File: config.mk
export PLATFORM = sky130hd
export DESIGN_NAME = prescaled_dual_timer_unit_core
export DESIGN_NICKNAME = d
export VERILOG_FILES = /design/src/rtl/pdt_pkg.sv /design/src/rtl/pdt_prescaler.sv /design/src/rtl/pdt_timer_cell.sv /design/src/rtl/pdt_out_buf.sv /design/src/rtl/prescaled_dual_timer_unit_core.sv
export SDC_FILE = /design/constraint.sdc
export NUM_CORES = 1
export LEC_CHECK = 0
export BUFFER_PORTS_ARGS = -buffer_cell sky130_fd_sc_hd__buf_2
export CORE_MARGIN = 3
export CORE_UTILIZATION = 56
export CTS_CLUSTER_SIZE = 40
export DETAILED_ROUTE_END_ITERATION = 6
export GPL_TIMING_DRIVEN = 0
export PLACE_DENSITY = 0.81
export SLEW_MARGIN = 20
export SYNTH_ARGS = -nofsm -noshare
export SYNTH_HDL_FRONTEND = slang
export SYNTH_SLANG_ARGS = --single-unit
File: constraint.sdc
create_clock -name i_clk -period 3.4 [get_ports i_clk]
set_input_delay 0.17 -clock i_clk [delete_from_list [all_inputs] [get_ports i_clk]]
set_output_delay 0.17 -clock i_clk [all_outputs]
set_load 0.02 [all_outputs]
File: src/rtl/pdt_pkg.sv
// ============================================================================
// pdt_pkg
// Shared types and constants of the prescaled dual timer unit.
// ============================================================================
`default_nettype none

package pdt_pkg;

    // sizing defaults
    localparam int NUM_TIMERS_DEF    = 2;
    localparam int PRESCALE_BITS_DEF = 16;
    localparam int DATA_W            = 32;
    localparam int IDX_W             = 5;
    localparam int IRQ_W             = 2;

    // stream payload widths (fields packed from bit 0, tdata padded to bytes)
    localparam int S_TDATA_W = 40;
    localparam int S_TUSER_W = 2;
    localparam int M_TDATA_W = 40;

    // request kinds
    localparam logic [1:0] REQ_TICK  = 2'd0;
    localparam logic [1:0] REQ_WRITE = 2'd1;
    localparam logic [1:0] REQ_READ  = 2'd2;

    // global register offsets
    localparam logic [IDX_W-1:0] REG_SCALER     = 5'd0;
    localparam logic [IDX_W-1:0] REG_SCALER_RLD = 5'd1;
    localparam logic [IDX_W-1:0] REG_CONFIG     = 5'd2;

    // per-timer sub offsets
    localparam logic [1:0] SUB_COUNT  = 2'd0;
    localparam logic [1:0] SUB_RELOAD = 2'd1;
    localparam logic [1:0] SUB_CTRL   = 2'd2;

    // control word bits
    localparam int CTL_EN_BIT = 0;
    localparam int CTL_RS_BIT = 1;
    localparam int CTL_LD_BIT = 2;
    localparam int CTL_IE_BIT = 3;
    localparam int CTL_IP_BIT = 4;
    localparam int CTL_CH_BIT = 5;
    localparam int CTL_W      = 6;

    // config word bits
    localparam int CFG_SEP_BIT    = 8;
    localparam int CFG_FREEZE_BIT = 9;

    // write request to one timer cell
    typedef struct packed {
        logic              wr_count;
        logic              wr_reload;
        logic              wr_ctrl;
        logic [DATA_W-1:0] data;
    } t_cell_wr;

    // readable state of one timer cell
    typedef struct packed {
        logic [DATA_W-1:0] count;
        logic [DATA_W-1:0] reload;
        logic [CTL_W-1:0]  ctrl;
    } t_cell_stat;

endpackage

`default_nettype wire

File: src/rtl/pdt_prescaler.sv
// ============================================================================
// pdt_prescaler
// Shared down-counting prescaler; flags a timer tick when it wraps.
// ============================================================================
`default_nettype none

module pdt_prescaler #(
    parameter int PRESCALE_BITS = pdt_pkg::PRESCALE_BITS_DEF
) (
    input  wire logic                      i_clk,
    input  wire logic                      i_rst_n,
    input  wire logic                      i_tick,
    input  wire logic                      i_wr_count,
    input  wire logic                      i_wr_reload,
    input  wire logic [pdt_pkg::DATA_W-1:0] i_data,
    output logic                           o_pre_tick,
    output logic [pdt_pkg::DATA_W-1:0]     o_count,
    output logic [pdt_pkg::DATA_W-1:0]     o_reload
);
    import pdt_pkg::*;

    logic [PRESCALE_BITS-1:0] r_count, n_count;
    logic [PRESCALE_BITS-1:0] r_reload, n_reload;

    // wrap on zero, otherwise count down
    assign o_pre_tick = i_tick && (r_count == '0);

    always_comb begin
        n_count  = r_count;
        n_reload = r_reload;
        if (i_tick) begin
            n_count = (r_count == '0) ? r_reload : r_count - 1'b1;
        end
        if (i_wr_count) begin
            n_count = i_data[PRESCALE_BITS-1:0];
        end
        if (i_wr_reload) begin
            n_reload = i_data[PRESCALE_BITS-1:0];
        end
    end

    always_ff @(posedge i_clk) begin
        if (!i_rst_n) begin
            r_count  <= '0;
            r_reload <= '0;
        end else begin
            r_count  <= n_count;
            r_reload <= n_reload;
        end
    end

    assign o_count  = DATA_W'(r_count);
    assign o_reload = DATA_W'(r_reload);

endmodule

`default_nettype wire

File: src/rtl/pdt_timer_cell.sv
// ============================================================================
// pdt_timer_cell
// One timer of the chain: counter, reload and control flags.
// ============================================================================
`default_nettype none

module pdt_timer_cell #(
    parameter bit IS_FIRST = 1'b0
) (
    input  wire logic                i_clk,
    input  wire logic                i_rst_n,
    input  wire logic                i_tick,       // unfrozen tick request
    input  wire logic                i_pre_tick,   // prescaler wrap
    input  wire logic                i_prev_under, // neighbor underflow
    input  wire pdt_pkg::t_cell_wr   i_wr,
    output logic                     o_under,
    output logic                     o_pulse,
    output pdt_pkg::t_cell_stat      o_stat
);
    import pdt_pkg::*;

    logic [DATA_W-1:0] r_count, n_count;
    logic [DATA_W-1:0] r_reload, n_reload;
    logic r_en, n_en, r_rs, n_rs, r_ie, n_ie, r_ip, n_ip, r_ch, n_ch;
    logic src, active;

    // first timer has no neighbor and always runs off the prescaler
    assign src     = (!IS_FIRST && r_ch) ? i_prev_under : i_pre_tick;
    assign active  = i_tick && r_en && src;
    assign o_under = active && (r_count == '0);
    assign o_pulse = o_under && r_ie;

    always_comb begin
        n_count  = r_count;
        n_reload = r_reload;
        n_en     = r_en;
        n_rs     = r_rs;
        n_ie     = r_ie;
        n_ip     = r_ip;
        n_ch     = r_ch;
        // counting
        if (active) begin
            if (r_count == '0) begin
                n_ip = 1'b1;
                if (r_rs) begin
                    n_count = r_reload;
                end else begin
                    n_en = 1'b0;
                end
            end else begin
                n_count = r_count - 1'b1;
            end
        end
        // bus writes
        if (i_wr.wr_count) begin
            n_count = i_wr.data;
        end
        if (i_wr.wr_reload) begin
            n_reload = i_wr.data;
        end
        if (i_wr.wr_ctrl) begin
            n_en = i_wr.data[CTL_EN_BIT];
            n_rs = i_wr.data[CTL_RS_BIT];
            n_ie = i_wr.data[CTL_IE_BIT];
            n_ch = i_wr.data[CTL_CH_BIT];
            n_ip = i_wr.data[CTL_IP_BIT] && r_ip;   // write 0 clears
            if (i_wr.data[CTL_LD_BIT]) begin
                n_count = r_reload;
            end
        end
    end

    always_ff @(posedge i_clk) begin
        if (!i_rst_n) begin
            r_count  <= '0;
            r_reload <= '0;
            r_en     <= 1'b0;
            r_rs     <= 1'b0;
            r_ie     <= 1'b0;
            r_ip     <= 1'b0;
            r_ch     <= 1'b0;
        end else begin
            r_count  <= n_count;
            r_reload <= n_reload;
            r_en     <= n_en;
            r_rs     <= n_rs;
            r_ie     <= n_ie;
            r_ip     <= n_ip;
            r_ch     <= n_ch;
        end
    end

    // LD is not stored and reads as zero
    always_comb begin
        o_stat.count                = r_count;
        o_stat.reload               = r_reload;
        o_stat.ctrl                 = '0;
        o_stat.ctrl[CTL_EN_BIT]     = r_en;
        o_stat.ctrl[CTL_RS_BIT]     = r_rs;
        o_stat.ctrl[CTL_IE_BIT]     = r_ie;
        o_stat.ctrl[CTL_IP_BIT]     = r_ip;
        o_stat.ctrl[CTL_CH_BIT]     = r_ch;
    end

endmodule

`default_nettype wire

File: src/rtl/pdt_out_buf.sv
// ============================================================================
// pdt_out_buf
// Output register with a skid stage so requests keep flowing under stall.
// ============================================================================
`default_nettype none

module pdt_out_buf #(
    parameter int W = pdt_pkg::M_TDATA_W
) (
    input  wire logic         i_clk,
    input  wire logic         i_rst_n,
    input  wire logic         i_push,
    input  wire logic [W-1:0] i_data,
    output logic              o_ready,
    output logic              o_valid,
    output logic [W-1:0]      o_data,
    input  wire logic         i_pop
);
    logic         r_out_valid, r_skid_valid;
    logic [W-1:0] r_out_data, r_skid_data;

    assign o_ready = !r_skid_valid;
    assign o_valid = r_out_valid;
    assign o_data  = r_out_data;

    // control
    always_ff @(posedge i_clk) begin
        if (!i_rst_n) begin
            r_out_valid  <= 1'b0;
            r_skid_valid <= 1'b0;
        end else begin
            if (r_skid_valid) begin
                if (i_pop) begin
                    r_skid_valid <= 1'b0;
                end
            end else if (i_push) begin
                if (r_out_valid && !i_pop) begin
                    r_skid_valid <= 1'b1;
                end else begin
                    r_out_valid <= 1'b1;
                end
            end else if (i_pop) begin
                r_out_valid <= 1'b0;
            end
        end
    end

    // payload
    always_ff @(posedge i_clk) begin
        if (r_skid_valid) begin
            if (i_pop) begin
                r_out_data <= r_skid_data;
            end
        end else if (i_push) begin
            if (r_out_valid && !i_pop) begin
                r_skid_data <= i_data;
            end else begin
                r_out_data <= i_data;
            end
        end
    end

endmodule

`default_nettype wire

File: src/rtl/prescaled_dual_timer_unit_core.sv
// ============================================================================
// prescaled_dual_timer_unit_core
// Prescaled timer unit: shared prescaler feeding a chain of timer cells.
// ============================================================================
// Result registered in a two-entry output register/skid before m_tvalid.
// Throughput: one request per cycle while s_tready is high; the prescaler
// and all timer cells update in the accept cycle, underflow ripples down the
// cell chain in that cycle. s_tready drops once the skid entry fills.
// Reset (synchronous, active low): prescaler, config and all timers cleared,
// timers disabled, output buffer empty.
`default_nettype none

module prescaled_dual_timer_unit_core #(
    parameter int NUM_TIMERS    = pdt_pkg::NUM_TIMERS_DEF,
    parameter int PRESCALE_BITS = pdt_pkg::PRESCALE_BITS_DEF
) (
    input  wire logic                          i_clk,
    input  wire logic                          i_rst_n,
    input  wire logic                          s_tvalid,
    output logic                               s_tready,
    // [4:0] reg_index, [36:5] write_data, [37] debug_halt, [39:38] zero
    input  wire logic [pdt_pkg::S_TDATA_W-1:0] s_tdata,
    // [1:0] req_type
    input  wire logic [pdt_pkg::S_TUSER_W-1:0] s_tuser,
    output logic                               m_tvalid,
    input  wire logic                          m_tready,
    // [31:0] read_data, [33:32] irq_lines, [34] bad_address, [39:35] zero
    output logic [pdt_pkg::M_TDATA_W-1:0]      m_tdata
);
    import pdt_pkg::*;

    logic              accept;
    logic [1:0]        req_type;
    logic [IDX_W-1:0]  reg_index;
    logic [DATA_W-1:0] write_data;
    logic              debug_halt;
    logic              is_wr, is_rd, is_acc, tick;

    logic              r_freeze, n_freeze;
    logic              r_sep, n_sep;

    logic [2:0]        tsel;
    logic [1:0]        sub;
    logic              is_timer, bad;

    logic              pre_tick;
    logic [DATA_W-1:0] pre_count, pre_reload;
    logic              pre_wr_count, pre_wr_reload;

    t_cell_wr          cell_wr   [NUM_TIMERS];
    t_cell_stat        cell_stat [NUM_TIMERS];
    logic [NUM_TIMERS-1:0] under, pulses;

    logic [DATA_W-1:0] rd_data;
    logic [IRQ_W-1:0]  irq, pulse2;
    logic              buf_ready;

    // request unpacking
    assign accept     = s_tvalid && s_tready;
    assign req_type   = s_tuser[1:0];
    assign reg_index  = s_tdata[IDX_W-1:0];
    assign write_data = s_tdata[IDX_W+DATA_W-1:IDX_W];
    assign debug_halt = s_tdata[IDX_W+DATA_W];

    always_comb begin
        is_wr = 1'b0;
        is_rd = 1'b0;
        unique case (req_type)
            REQ_WRITE: is_wr = accept;
            REQ_READ:  is_rd = accept;
            default:   ;
        endcase
    end
    assign is_acc = is_wr || is_rd;
    assign tick   = accept && (req_type == REQ_TICK) && !(r_freeze && debug_halt);

    // address decode
    assign is_timer = (reg_index[IDX_W-1:2] != '0);
    assign tsel     = reg_index[IDX_W-1:2] - 3'd1;
    assign sub      = reg_index[1:0];
    always_comb begin
        if (is_timer) begin
            bad = ({1'b0, tsel} >= 4'(NUM_TIMERS)) || (sub == 2'd3);
        end else begin
            bad = (reg_index != REG_SCALER) && (reg_index != REG_SCALER_RLD)
               && (reg_index != REG_CONFIG);
        end
    end

    assign pre_wr_count  = is_wr && (reg_index == REG_SCALER);
    assign pre_wr_reload = is_wr && (reg_index == REG_SCALER_RLD);

    // config word
    always_comb begin
        n_freeze = r_freeze;
        n_sep    = r_sep;
        if (is_wr && (reg_index == REG_CONFIG)) begin
            n_freeze = write_data[CFG_FREEZE_BIT];
            n_sep    = write_data[CFG_SEP_BIT];
        end
    end

    always_ff @(posedge i_clk) begin
        if (!i_rst_n) begin
            r_freeze <= 1'b0;
            r_sep    <= 1'b0;
        end else begin
            r_freeze <= n_freeze;
            r_sep    <= n_sep;
        end
    end

    pdt_prescaler #(
        .PRESCALE_BITS (PRESCALE_BITS)
    ) u_prescaler (
        .i_clk       (i_clk),
        .i_rst_n     (i_rst_n),
        .i_tick      (tick),
        .i_wr_count  (pre_wr_count),
        .i_wr_reload (pre_wr_reload),
        .i_data      (write_data),
        .o_pre_tick  (pre_tick),
        .o_count     (pre_count),
        .o_reload    (pre_reload)
    );

    // chain of timer cells
    for (genvar gi = 0; gi < NUM_TIMERS; gi++) begin : g_cell
        logic sel, prev;

        assign sel = is_wr && is_timer && (tsel == 3'(gi));
        assign cell_wr[gi].wr_count  = sel && (sub == SUB_COUNT);
        assign cell_wr[gi].wr_reload = sel && (sub == SUB_RELOAD);
        assign cell_wr[gi].wr_ctrl   = sel && (sub == SUB_CTRL);
        assign cell_wr[gi].data      = write_data;

        if (gi == 0) begin : g_head
            assign prev = 1'b0;
        end else begin : g_link
            assign prev = under[gi-1];
        end

        pdt_timer_cell #(
            .IS_FIRST (gi == 0)
        ) u_cell (
            .i_clk        (i_clk),
            .i_rst_n      (i_rst_n),
            .i_tick       (tick),
            .i_pre_tick   (pre_tick),
            .i_prev_under (prev),
            .i_wr         (cell_wr[gi]),
            .o_under      (under[gi]),
            .o_pulse      (pulses[gi]),
            .o_stat       (cell_stat[gi])
        );
    end

    // read mux
    always_comb begin
        rd_data = '0;
        if (is_rd && !bad) begin
            if (is_timer) begin
                for (int i = 0; i < NUM_TIMERS; i++) begin
                    if (tsel == 3'(i)) begin
                        unique case (sub)
                            SUB_COUNT:  rd_data = cell_stat[i].count;
                            SUB_RELOAD: rd_data = cell_stat[i].reload;
                            SUB_CTRL:   rd_data = DATA_W'(cell_stat[i].ctrl);
                            default:    rd_data = '0;
                        endcase
                    end
                end
            end else if (reg_index == REG_SCALER) begin
                rd_data = pre_count;
            end else if (reg_index == REG_SCALER_RLD) begin
                rd_data = pre_reload;
            end else begin
                rd_data[CFG_FREEZE_BIT] = r_freeze;
                rd_data[CFG_SEP_BIT]    = r_sep;
            end
        end
    end

    // interrupt routing: per timer or all on line 0
    assign pulse2 = IRQ_W'(pulses);
    always_comb begin
        irq = '0;
        if (r_sep) begin
            irq = pulse2;
        end else begin
            irq[0] = |pulses;
        end
    end

    pdt_out_buf #(
        .W (M_TDATA_W)
    ) u_out_buf (
        .i_clk   (i_clk),
        .i_rst_n (i_rst_n),
        .i_push  (accept),
        .i_data  ({5'd0, is_acc && bad, irq, rd_data}),
        .o_ready (buf_ready),
        .o_valid (m_tvalid),
        .o_data  (m_tdata),
        .i_pop   (m_tready)
    );

    assign s_tready = buf_ready;

endmodule

`default_nettype wire

# Yosys cells after proc, flatten, opt, wreduce, memory -nomap -nowiden
# Index checks and enable logic that the tools add are counted.
[op_classes]
n_addsub = 4
n_lt_le_gt_ge = 1
n_eq_ne = 15
n_mux = 56
bitwise_logic = 1
reduce_logical = 62
[ops]
columns = ["cell", "n"]
rows = [
  ["two-way mux 32 bit", 16],
  ["one-hot mux 32 bit (3 select lines)", 2],
  ["two-way mux 40 bit", 4],
  ["zero test 32 bit", 2],
  ["two-way mux 16 bit", 4],
  ["subtractor 32 x 1 -> 32 bit, second input constant", 2],
  ["logical AND 1 bit", 32],
  ["two-way mux 1 bit", 27],
  ["zero test 16 bit", 1],
  ["subtractor 16 x 1 -> 16 bit, second input constant", 1],
  ["AND reduction 3 bit", 5],
  ["nonzero test 2 bit", 7],
  ["two-way mux 8 bit", 1],
  ["!= test 2 bit, second input constant", 4],
  ["equality test 2 bit, second input constant", 3],
  ["two-way mux 6 bit", 1],
  ["equality test 5 x 1 -> 1 bit, second input constant", 1],
  ["equality test 5 x 2 -> 1 bit, second input constant", 1],
  ["zero test 5 bit", 1],
  ["!= test 5 x 1 -> 1 bit, second input constant", 1],
  ["!= test 5 x 2 -> 1 bit, second input constant", 1],
  ["nonzero test 5 bit", 1],
  ["equality test 2 x 1 -> 1 bit, second input constant", 2],
  ["zero test 1 bit", 4],
  ["12 further kinds", 15],
]
[word_totals]
reg_bits = 249
inputBits = 46
out_inout_bits = 42
wordCells = 161

# Logic depth before layout (Yosys ltp)
# Gate-level depths: netlist of the first run.
[depth]
ltp_word = 16
ltp_mapped = 10
ltp_nobuf = 8

# By module
# From an unflattened synthesis of the first run, not the netlist that was laid out.
[unflattened]
cells_unflattened = 1842
area_unflattened_um2 = 16677.2
[by_module_without_submodules]
columns = ["module", "instances", "cells_each", "area_per_inst_um2", "seq_area_each_um2"]
rows = [
  ["pdt_timer_cell (g_cell[1].u_cell)", 1, 566, 4559.4, 1381.3],
  ["pdt_timer_cell (g_cell[0].u_cell)", 1, 587, 4516.8, 1381.3],
  ["pdt_out_buf", 1, 138, 3165.5, 2442.3],
  ["prescaled_dual_timer_unit_core", 1, 300, 2356.0, 40.0],
  ["pdt_prescaler", 1, 251, 2079.5, 640.6],
]

# Worst setup path before layout of the first run
# Ideal clock, no wire load.
[synth_path]
path_kind = "register to register"
start = "register u_out_buf.r_skid_valid"
end = "register u_out_buf.r_skid_data[0] (enable)"
setup_time_ns = 0.481
t_arrival_ns = 3.303
required_time_ns = 2.919
setup_slack_ns = -0.385
path_stages_with_launch = 4
path_buffers = 0
synth_period_minus_slack_ns = 3.785
cell_sequence = "dfxtp_1 inv_1 nand2_1 nor3b_1"
[synth_between]
elab_chain_cells = 3
word_cells_on_any_way = 4
classes_between = "bitwise: 1; reduce/logical: 3"
[synth_rtl]
columns = ["element", "line", "text"]
rows = [
  ["start: declaration", "pdt_out_buf.sv:19", "logic r_out_valid, r_skid_valid;"],
  ["start signal: assignment", "pdt_out_buf.sv:30", "r_skid_valid <= 1'b0;"],
  ["start signal: assignment", "pdt_out_buf.sv:34", "r_skid_valid <= 1'b0;"],
  ["start signal: assignment", "pdt_out_buf.sv:38", "r_skid_valid <= 1'b1;"],
  ["zero test 1 bit", "pdt_out_buf.sv:22", "assign o_ready = !r_skid_valid;"],
  ["net s_tready", "prescaled_dual_timer_unit_core.sv:20", "output logic s_tready,"],
  ["logical AND 1 bit", "prescaled_dual_timer_unit_core.sv:59", "assign accept = s_tvalid && s_tready;"],
  ["AND reduction 3 bit (no line)", "n/a", ""],
  ["end signal: assignment", "pdt_out_buf.sv:56", "r_skid_data <= i_data;"],
  ["end: declaration", "pdt_out_buf.sv:20", "logic [W-1:0] r_out_data, r_skid_data;"],
]
# The timed path passes the listed nets, and every way through them passes these cells.
# A chain may end at the register's enable or synchronous reset.

# Worst setup path after layout of the first run
[layout_path]
start = "register g_cell[0].u_cell.r_count[0]"
end = "register g_cell[0].u_cell.r_count[15]"
[layout_between]
elab_chain_cells = 6
word_cells_on_any_way = 7
classes_between = "add/sub: 1; mux: 5; reduce/logical: 1"
[layout_rtl]
columns = ["element", "line", "text"]
rows = [
  ["start: declaration", "pdt_timer_cell.sv:22", "logic [DATA_W-1:0] r_count, n_count;"],
  ["start signal: assignment", "pdt_timer_cell.sv:83", "r_count <= n_count;"],
  ["subtractor 32 x 1 -> 32 bit / zero test 32 bit (equally long branches)", "pdt_timer_cell.sv:51, pdt_timer_cell.sv:43", ""],
  ["two-way mux 32 bit (*)", "pdt_timer_cell.sv:43", "if (r_count == '0) begin"],
  ["two-way mux 32 bit (*)", "pdt_timer_cell.sv:42", "if (active) begin"],
  ["two-way mux 32 bit (*)", "pdt_timer_cell.sv:55", "if (i_wr.wr_count) begin"],
  ["two-way mux 32 bit", "pdt_timer_cell.sv:67", "if (i_wr.data[CTL_LD_BIT]) begin"],
  ["two-way mux 32 bit (*)", "pdt_timer_cell.sv:61", "if (i_wr.wr_ctrl) begin"],
]
# Mark *: on every way between the ends. The rest lies on a longest branch, timed or not.

==> results of run 1 <==
-- power by group through the flow --
stage	Clock (mW)	Sequential [mW]	Combinational [mW]
global placement	0	3.19	1.56
global route	3.43	3.14	1.80
floorplan	0	3.22	1.00
detailed placement	0	3.19	1.59
finish	3.35	3.13	1.73
CTS	3.30	3.13	1.62
-- cell type report --
| class | count | area, um2 |
|---|---|---|
| timing repair buffer | 102 | 696 |
| clock inverter | 12 | 129 |
| multi-input combinational | 1312 | 8090 |
| fill | 2120 | 8160 |
| clock buffer | 40 | 893 |
| inverter | 33 | 124 |
| sequential | 244 | 5590 |
| tap | 324 | 405 |
| buffer | 146 | 596 |
-- metal layers --
layer	up-vias	share of wire [%]	track usage, %
li1	6775	-	-
met5	-	0	0
met1	7350	38	59.8
met3	242	15	9.00
met2	1302	41	62.0
met4	0	6.1	20.6
-- tightest hold or removal path, cell delays in order --
cell and delay [ns]:
buf_2 0.13, nand2_1 0.14, a21oi_1 0.09
-- cell families (layout without fill, tap and decap cells) --
| kind of cell | count (synthesis) | in the layout | synth area share, % |
|---|---|---|---|
| and+or+nand+nor | 645 | 645 | 21.8 |
| other | 1 | 5 | 0.0262 |
| muxes | 95 | 95 | 6.67 |
| adders and majority gates | 9 | 9 | 0.787 |
| DFF | 244 | 244 | 39.1 |
| buffers and inverters | 179 | 333 | 5.01 |
| AOI/OAI and AO/OA | 543 | 543 | 25.7 |
| xor gates and xnor gates | 15 | 15 | 0.919 |
-- state kept, by name, indices dropped and copies added (netlist names), 16 cells and up --
register	cells
u_prescaler.r_count	16
u_prescaler.r_reload	16
g_cell.u_cell.r_reload	64
g_cell.u_cell.r_count	64
u_out_buf.o_data	35
u_out_buf.r_skid_data	35
-- cells in the final DEF (no fill, tap or decap), drive strengths merged, types with 7 or more instances in the layout --
cell           n
nand3         61
or4           14
clkbuf       162
dfxtp        174
ha             9
xnor2          9
o22a          23
mux2i         93
clkinv         7
buf          101
a22oi         17
nand4         28
and4          18
a311oi         7
o221ai        18
o31ai         11
a21o          35
nand2        263
o21ai         73
a221oi         8
and3           7
nor3          60
a211o         19
edfxtp        70
dlygate4sd3   25
a21oi        175
a31oi         19
inv           34
o211ai        34
a211oi        23
or3            8
o2bb2ai       15
nor4          35
o22ai         17
nor2         116
-- through the flow --
step | instances | area, um2 | setup WS, ns
finish | 2213 | 16500 | -0.0338
floorplan | 1735 | 14300 | 0.817
CTS | 2211 | 16400 | 0.00986
global placement | 2131 | 15100 | -0.210
detailed placement | 2134 | 15200 | -0.128
global route | 2213 | 16500 | 0.00518
-- what timing repair did --
action	in CTS	in global routing
pin swaps	0	1
buffers inserted	0	2
hold buffers	25	0
resized for setup	3	7
hold endpoints to repair	55	0
endpoints found under the setup margin	2	25
gates cloned	0	0
-- path summary, 6_finish.rpt --
path                                                from                                      end  slack (ns)  cells after the start
setup / recovery  g_cell[0].u_cell.r_count[0]$_SDFF_PN0_  g_cell[0].u_cell.r_count[15]$_SDFF_PN0_       -0.03                      8
hold / removal                                  s_tvalid           u_out_buf.o_valid$_SDFFE_PN0P_        0.02                      3
setup reg to reg  g_cell[0].u_cell.r_count[0]$_SDFF_PN0_  g_cell[0].u_cell.r_count[15]$_SDFF_PN0_       -0.03                      8
hold reg to reg       g_cell[0].u_cell.r_ch$_SDFFE_PN0P_       g_cell[0].u_cell.r_ch$_SDFFE_PN0P_        0.46                      2
==> results_dict.tcl, run 1 <==
set metrics [dict create \
    combPwrFrac_pct 21.0 \
    cts_buffer_depth 3 \
    hp-class "primary input to flop" \
    cts_tree "done" \
    synth_area_um2 14300 \
    yosysSeqAreaShare_pct 39.1 \
    grt_max_degree 21 \
    finalWirelength_um 61200 \
    drive_above_1_share_pct 10.2 \
    clock.fmax_mhz 291 \
    cp_slowest_cell "nor3_4" \
    drc 1 \
    ir_worst_vdd_v 0.000522 \
    cp-start-kind "flop" \
    cap_violations 0 \
    synth_most_common_cell "nand2_1" \
    path_cells "inv_1 -> ha_1 -> or4b_4 -> nor3_4 -> nand3_1 -> clkbuf_1 -> a221oi_1 -> o31ai_1" \
    endpoint_kind "flop" \
    timing.final.max_slew_violations 0 \
    yosys-top-cells-area "dfxtp_1, edfxtp_1, nand2_1, mux2i_1, a21oi_1" \
    grt_pass1_wl_um 90400 \
    synthTopCellsByCount "nand2_1, a21oi_1, dfxtp_1" \
    gr-total-overflow 0 \
    path_buf_inv 2 \
    hold_violations 0 \
    drt_iter0_drc 2854 \
    final_util_pct 66.9 \
    worstPathRequired_ns 3.83 \
    via_per_inst 7.08 \
    finalSetupViolations 2 \
    wire_per_inst_um 27.7 \
    finalPower_mw 8.21 \
    synth_largest_area_cell "dfxtp_1" \
    crit_type "flop to flop" \
    diodes 0 \
    grt_use_total_pct 42.4 \
    num_vias 15700 \
    clk_latency_ns 0.57 \
    io_buffers 72 \
    synth_edf_count 70 \
    initial_core_util_pct 58.0 \
    grt_setup_unrepaired "false" \
    synth_top_area_share_pct 24.4 \
    skew_ns 0.0142 \
    cts_buffers 28 \
    syn_inst 1731 \
    pwr-share-seq_pct 38.2 \
    core_area_um2 24700 \
    clkTransAtPathRegs_ns 0.06 \
    place.gp.congestion 1.05 \
    p_clk_share_pct 40.8 \
    nNetsFinal 1922 \
    num_rows 57 \
    ys_async_sr_fraction_pct 0 \
    crit_arrival_ns 3.87 \
    p_sw_mw 2.65 \
    synth_ff_type "dfxtp_1" \
    cpPeakStageDelay_ns 0.61 \
    timing.final.crit_share_pct 101 \
    grt_pass1_vias 14500 \
    cts.sinks 244 \
    period_needed_ns 3.43 \
    ant_nets 0 \
    tightest_slew_ns 1.19 \
    die_width_um 166 \
    holdWs_ns 0.0234 \
    areaGrowthSynthToFinish_pct 15.5 \
    crit_family "simple AND/OR/NAND/NOR gates" \
    outcome "finished with violations" \
    synth-seq-cells 244 \
    violations "DRC, setup timing" \
    htree_levels 1 \
    synth_warnings 0 \
    p_per_area_nw_per_um2 497 \
    antenna_found_initial 0 \
    first_pass_iters 7 \
    slew_headroom_pct 20.7 \
    ios 88 \
    crit_fanout 10 \
    die_h_um 166 \
    internal-power_mw 5.55 \
    ctsRootBufferMaster "clkbuf_16" \
    swShare_pct 32.4 \
    avgSynthCellArea_um2 8.26 \
    fin_ws_ns -0.0338 \
    ys_types 85 \
    hpwl_um 44200 \
    leakage_nw 6.12 \
    die_area_um2 27500 \
    finalSetupTns_ns -0.0595 \
]
(Power assumes the default switching activity.)
==> run 2, diff against run 1 <==
--- a/config.mk
+++ b/config.mk
@@ -8,9 +8,11 @@
 export BUFFER_PORTS_ARGS = -buffer_cell sky130_fd_sc_hd__buf_2
 export CORE_MARGIN = 3
 export CORE_UTILIZATION = 56
+export CTS_BUF_LIST = sky130_fd_sc_hd__clkbuf_16
 export CTS_CLUSTER_SIZE = 40
 export DETAILED_ROUTE_END_ITERATION = 6
 export GPL_TIMING_DRIVEN = 0
+export HOLD_SLACK_MARGIN = 0.15
 export PLACE_DENSITY = 0.81
 export SLEW_MARGIN = 20
 export SYNTH_ARGS = -nofsm -noshare
==> run 2 against run 1 <==
  * The run still ends with DRC, setup timing left
  * Critical path depth is the same
  * Sequential share of layout area down 0.16 points
  * Power shrank 0.38%
  * Global-route usage about the same
  * First-iteration DRC count grew 7.1%
  * Non-clock buffer count increased by 9
  * Wire length rose by 0.37%
  * Fmax grew 0.78%
  * Die area unchanged
  * Via count grew 1.5%
  * Largest cell class unchanged
  * Largest power group unchanged
==> results_dict.tcl, run 2 (same netlist as run 1, synthesis figures left out) <==
set metrics [dict create \
    drive_above_1_share_pct 10.1 \
    reg2reg_depth 8 \
    wire_per_inst_um 27.7 \
    worstPathRequired_ns 3.89 \
    crit_family "simple AND/OR/NAND/NOR gates" \
    antenna_found_initial 0 \
    die_h_um 166 \
    clock.fmax_mhz 294 \
    clk_latency_ns 0.57 \
    die_width_um 166 \
    num_vias 15900 \
    cap_violations 0 \
    hpwl_um 44200 \
    core_area_um2 24700 \
    finalSetupTns_ns -0.00710 \
    cts_buffer_depth 3 \
    initial_core_util_pct 58.0 \
    via_per_inst 7.16 \
    cts.sinks 244 \
    skew_ns 0.0181 \
    reg_top3 "g_cell.u_cell.r_count x64, g_cell.u_cell.r_reload x64" \
    clkTransAtPathRegs_ns 0.07 \
    io_buffers 72 \
    place_inst 2134 \
    timing.final.crit_share_pct 100 \
    violations "DRC, setup timing" \
    layout_commonest_cell "nand2_1" \
    timing.final.max_slew_violations 0 \
    drt_iter0_drc 3058 \
    finalSetupViolations 1 \
    ir_worst_vdd_v 0.000527 \
    num_rows 57 \
    cp-start-kind "flop" \
    slew_headroom_pct 21.2 \
    diodes 0 \
    place.gp.congestion 1.05 \
    finalWirelength_um 61400 \
    drc 25 \
    endpoint_kind "flop" \
    path_cells "inv_1 -> ha_1 -> nor4b_1 -> nand3_2 -> nor3_1 -> nor2_1 -> mux2_2 -> a21oi_1" \
    cp.depth 8 \
    holdPathStages 3 \
    p_per_area_nw_per_um2 492 \
    n_fill_cell 2098 \
    die_area_um2 27500 \
    first_pass_iters 7 \
    fin_ws_ns -0.00710 \
    ctsRootBufferMaster "clkbuf_16" \
    cts_buffers 28 \
    dp_slack_ns -0.128 \
    instances_no_fill 2222 \
    crit_fanout 10 \
    cpPeakStageDelay_ns 0.94 \
    cp_slowest_cell "nor3_1" \
    grt_setup_unrepaired "false" \
    ant_nets 0 \
    leakage_nw 6.17 \
    path_buf_inv 1 \
    grt_pass1_vias 14600 \
    cts_tree "done" \
    grt_max_degree 21 \
    tightest_slew_ns 1.18 \
    period_needed_ns 3.41 \
    grt_use_total_pct 42.4 \
    nNetsFinal 1931 \
    hp-class "primary input to flop" \
    crit_type "flop to flop" \
    layout_common_cells "nand2_1, a21oi_1, dfxtp_1" \
    areaGrowthSynthToFinish_pct 16.1 \
    crit_arrival_ns 3.89 \
    gr-total-overflow 0 \
    grt_pass1_wl_um 90500 \
    outcome "finished with violations" \
    hold_violations 0 \
    htree_levels 1 \
    ios 88 \
]
-- run 2: cell count changes in the layout (fill, tap and decap cells not counted), sizes merged --
cell         change
dlygate4sd3      +9
clkbuf           -6
inv              +5
clkinv           +1
-- run 2: worst register-to-register path, delay by kind of cell, from the launching register on --
family / cells / cell delay, ns
compound gates: 1 / 0.12
fa+ha+maj: 1 / 0.20
buf+inv: 1 / 0.09
flops: 1 / 0.39
mux: 1 / 0.36
simple gates: 4 / 2.19
-- run 2: layer usage --
metal	GRT usage, %	share of wire [%]
met1	60.0	38
met2	61.9	41
met3	8.93	15
met4	20.8	6.4
met5	0	0.034
-- run 2: worst paths after layout --
kind         slack, ns                                        end                                    from
max             -0.007     g_cell[0].u_cell.r_count[0]$_SDFF_PN0_  g_cell[0].u_cell.r_count[0]$_SDFF_PN0_
min               0.20  g_cell[1].u_cell.r_reload[8]$_SDFFE_PN0P_                             s_tdata[13]
max reg2reg     -0.007     g_cell[0].u_cell.r_count[0]$_SDFF_PN0_  g_cell[0].u_cell.r_count[0]$_SDFF_PN0_
min reg2reg       0.46         g_cell[0].u_cell.r_ch$_SDFFE_PN0P_      g_cell[0].u_cell.r_ch$_SDFFE_PN0P_
-- run 2: layout make-up --
type                            instances  area (um2)  share of cell area (%)
Sequential cell                       244        5590                    33.6
Buffer                                146         596                    3.59
Multi-Input combinational cell       1312        8100                    48.8
Tap cell                              324         405                    2.44
Inverter                               33         124                   0.746
Clock inverter                         18         151                   0.912
Clock buffer                           34         851                    5.13
Timing Repair Buffer                  111         786                    4.73
-- run 2: report_power, final --
group / internal (mW) / switching, mW
clock network: 1.93 / 1.36
registers: 3.07 / 0.0673
logic: 0.501 / 1.25
-- run 2: timing repair --
| action | 4_1_cts | 5_1_grt |
|---|---|---|
| endpoints found under the setup margin | 2 | 25 |
| hold endpoints to repair | 142 | 0 |
| gates resized for setup | 3 | 8 |
| hold buffers | 34 | 0 |
| pin swaps | 0 | 1 |
| buffers inserted | 0 | 2 |
| gates cloned | 0 | 0 |
-- run 2: stage by stage --
step	instance area, um2	hold slack [ns]	total power [mW]	util (%)
2_1_floorplan	14300	0.306	4.22	-
3_3_place_gp	15100	0.446	4.76	61.1
3_5_place_dp	15200	0.450	4.78	61.4
4_1_cts	16500	0.165	8.01	66.9
5_1_grt	16600	0.189	8.34	67.3
6_report	16600	0.198	8.17	67.3
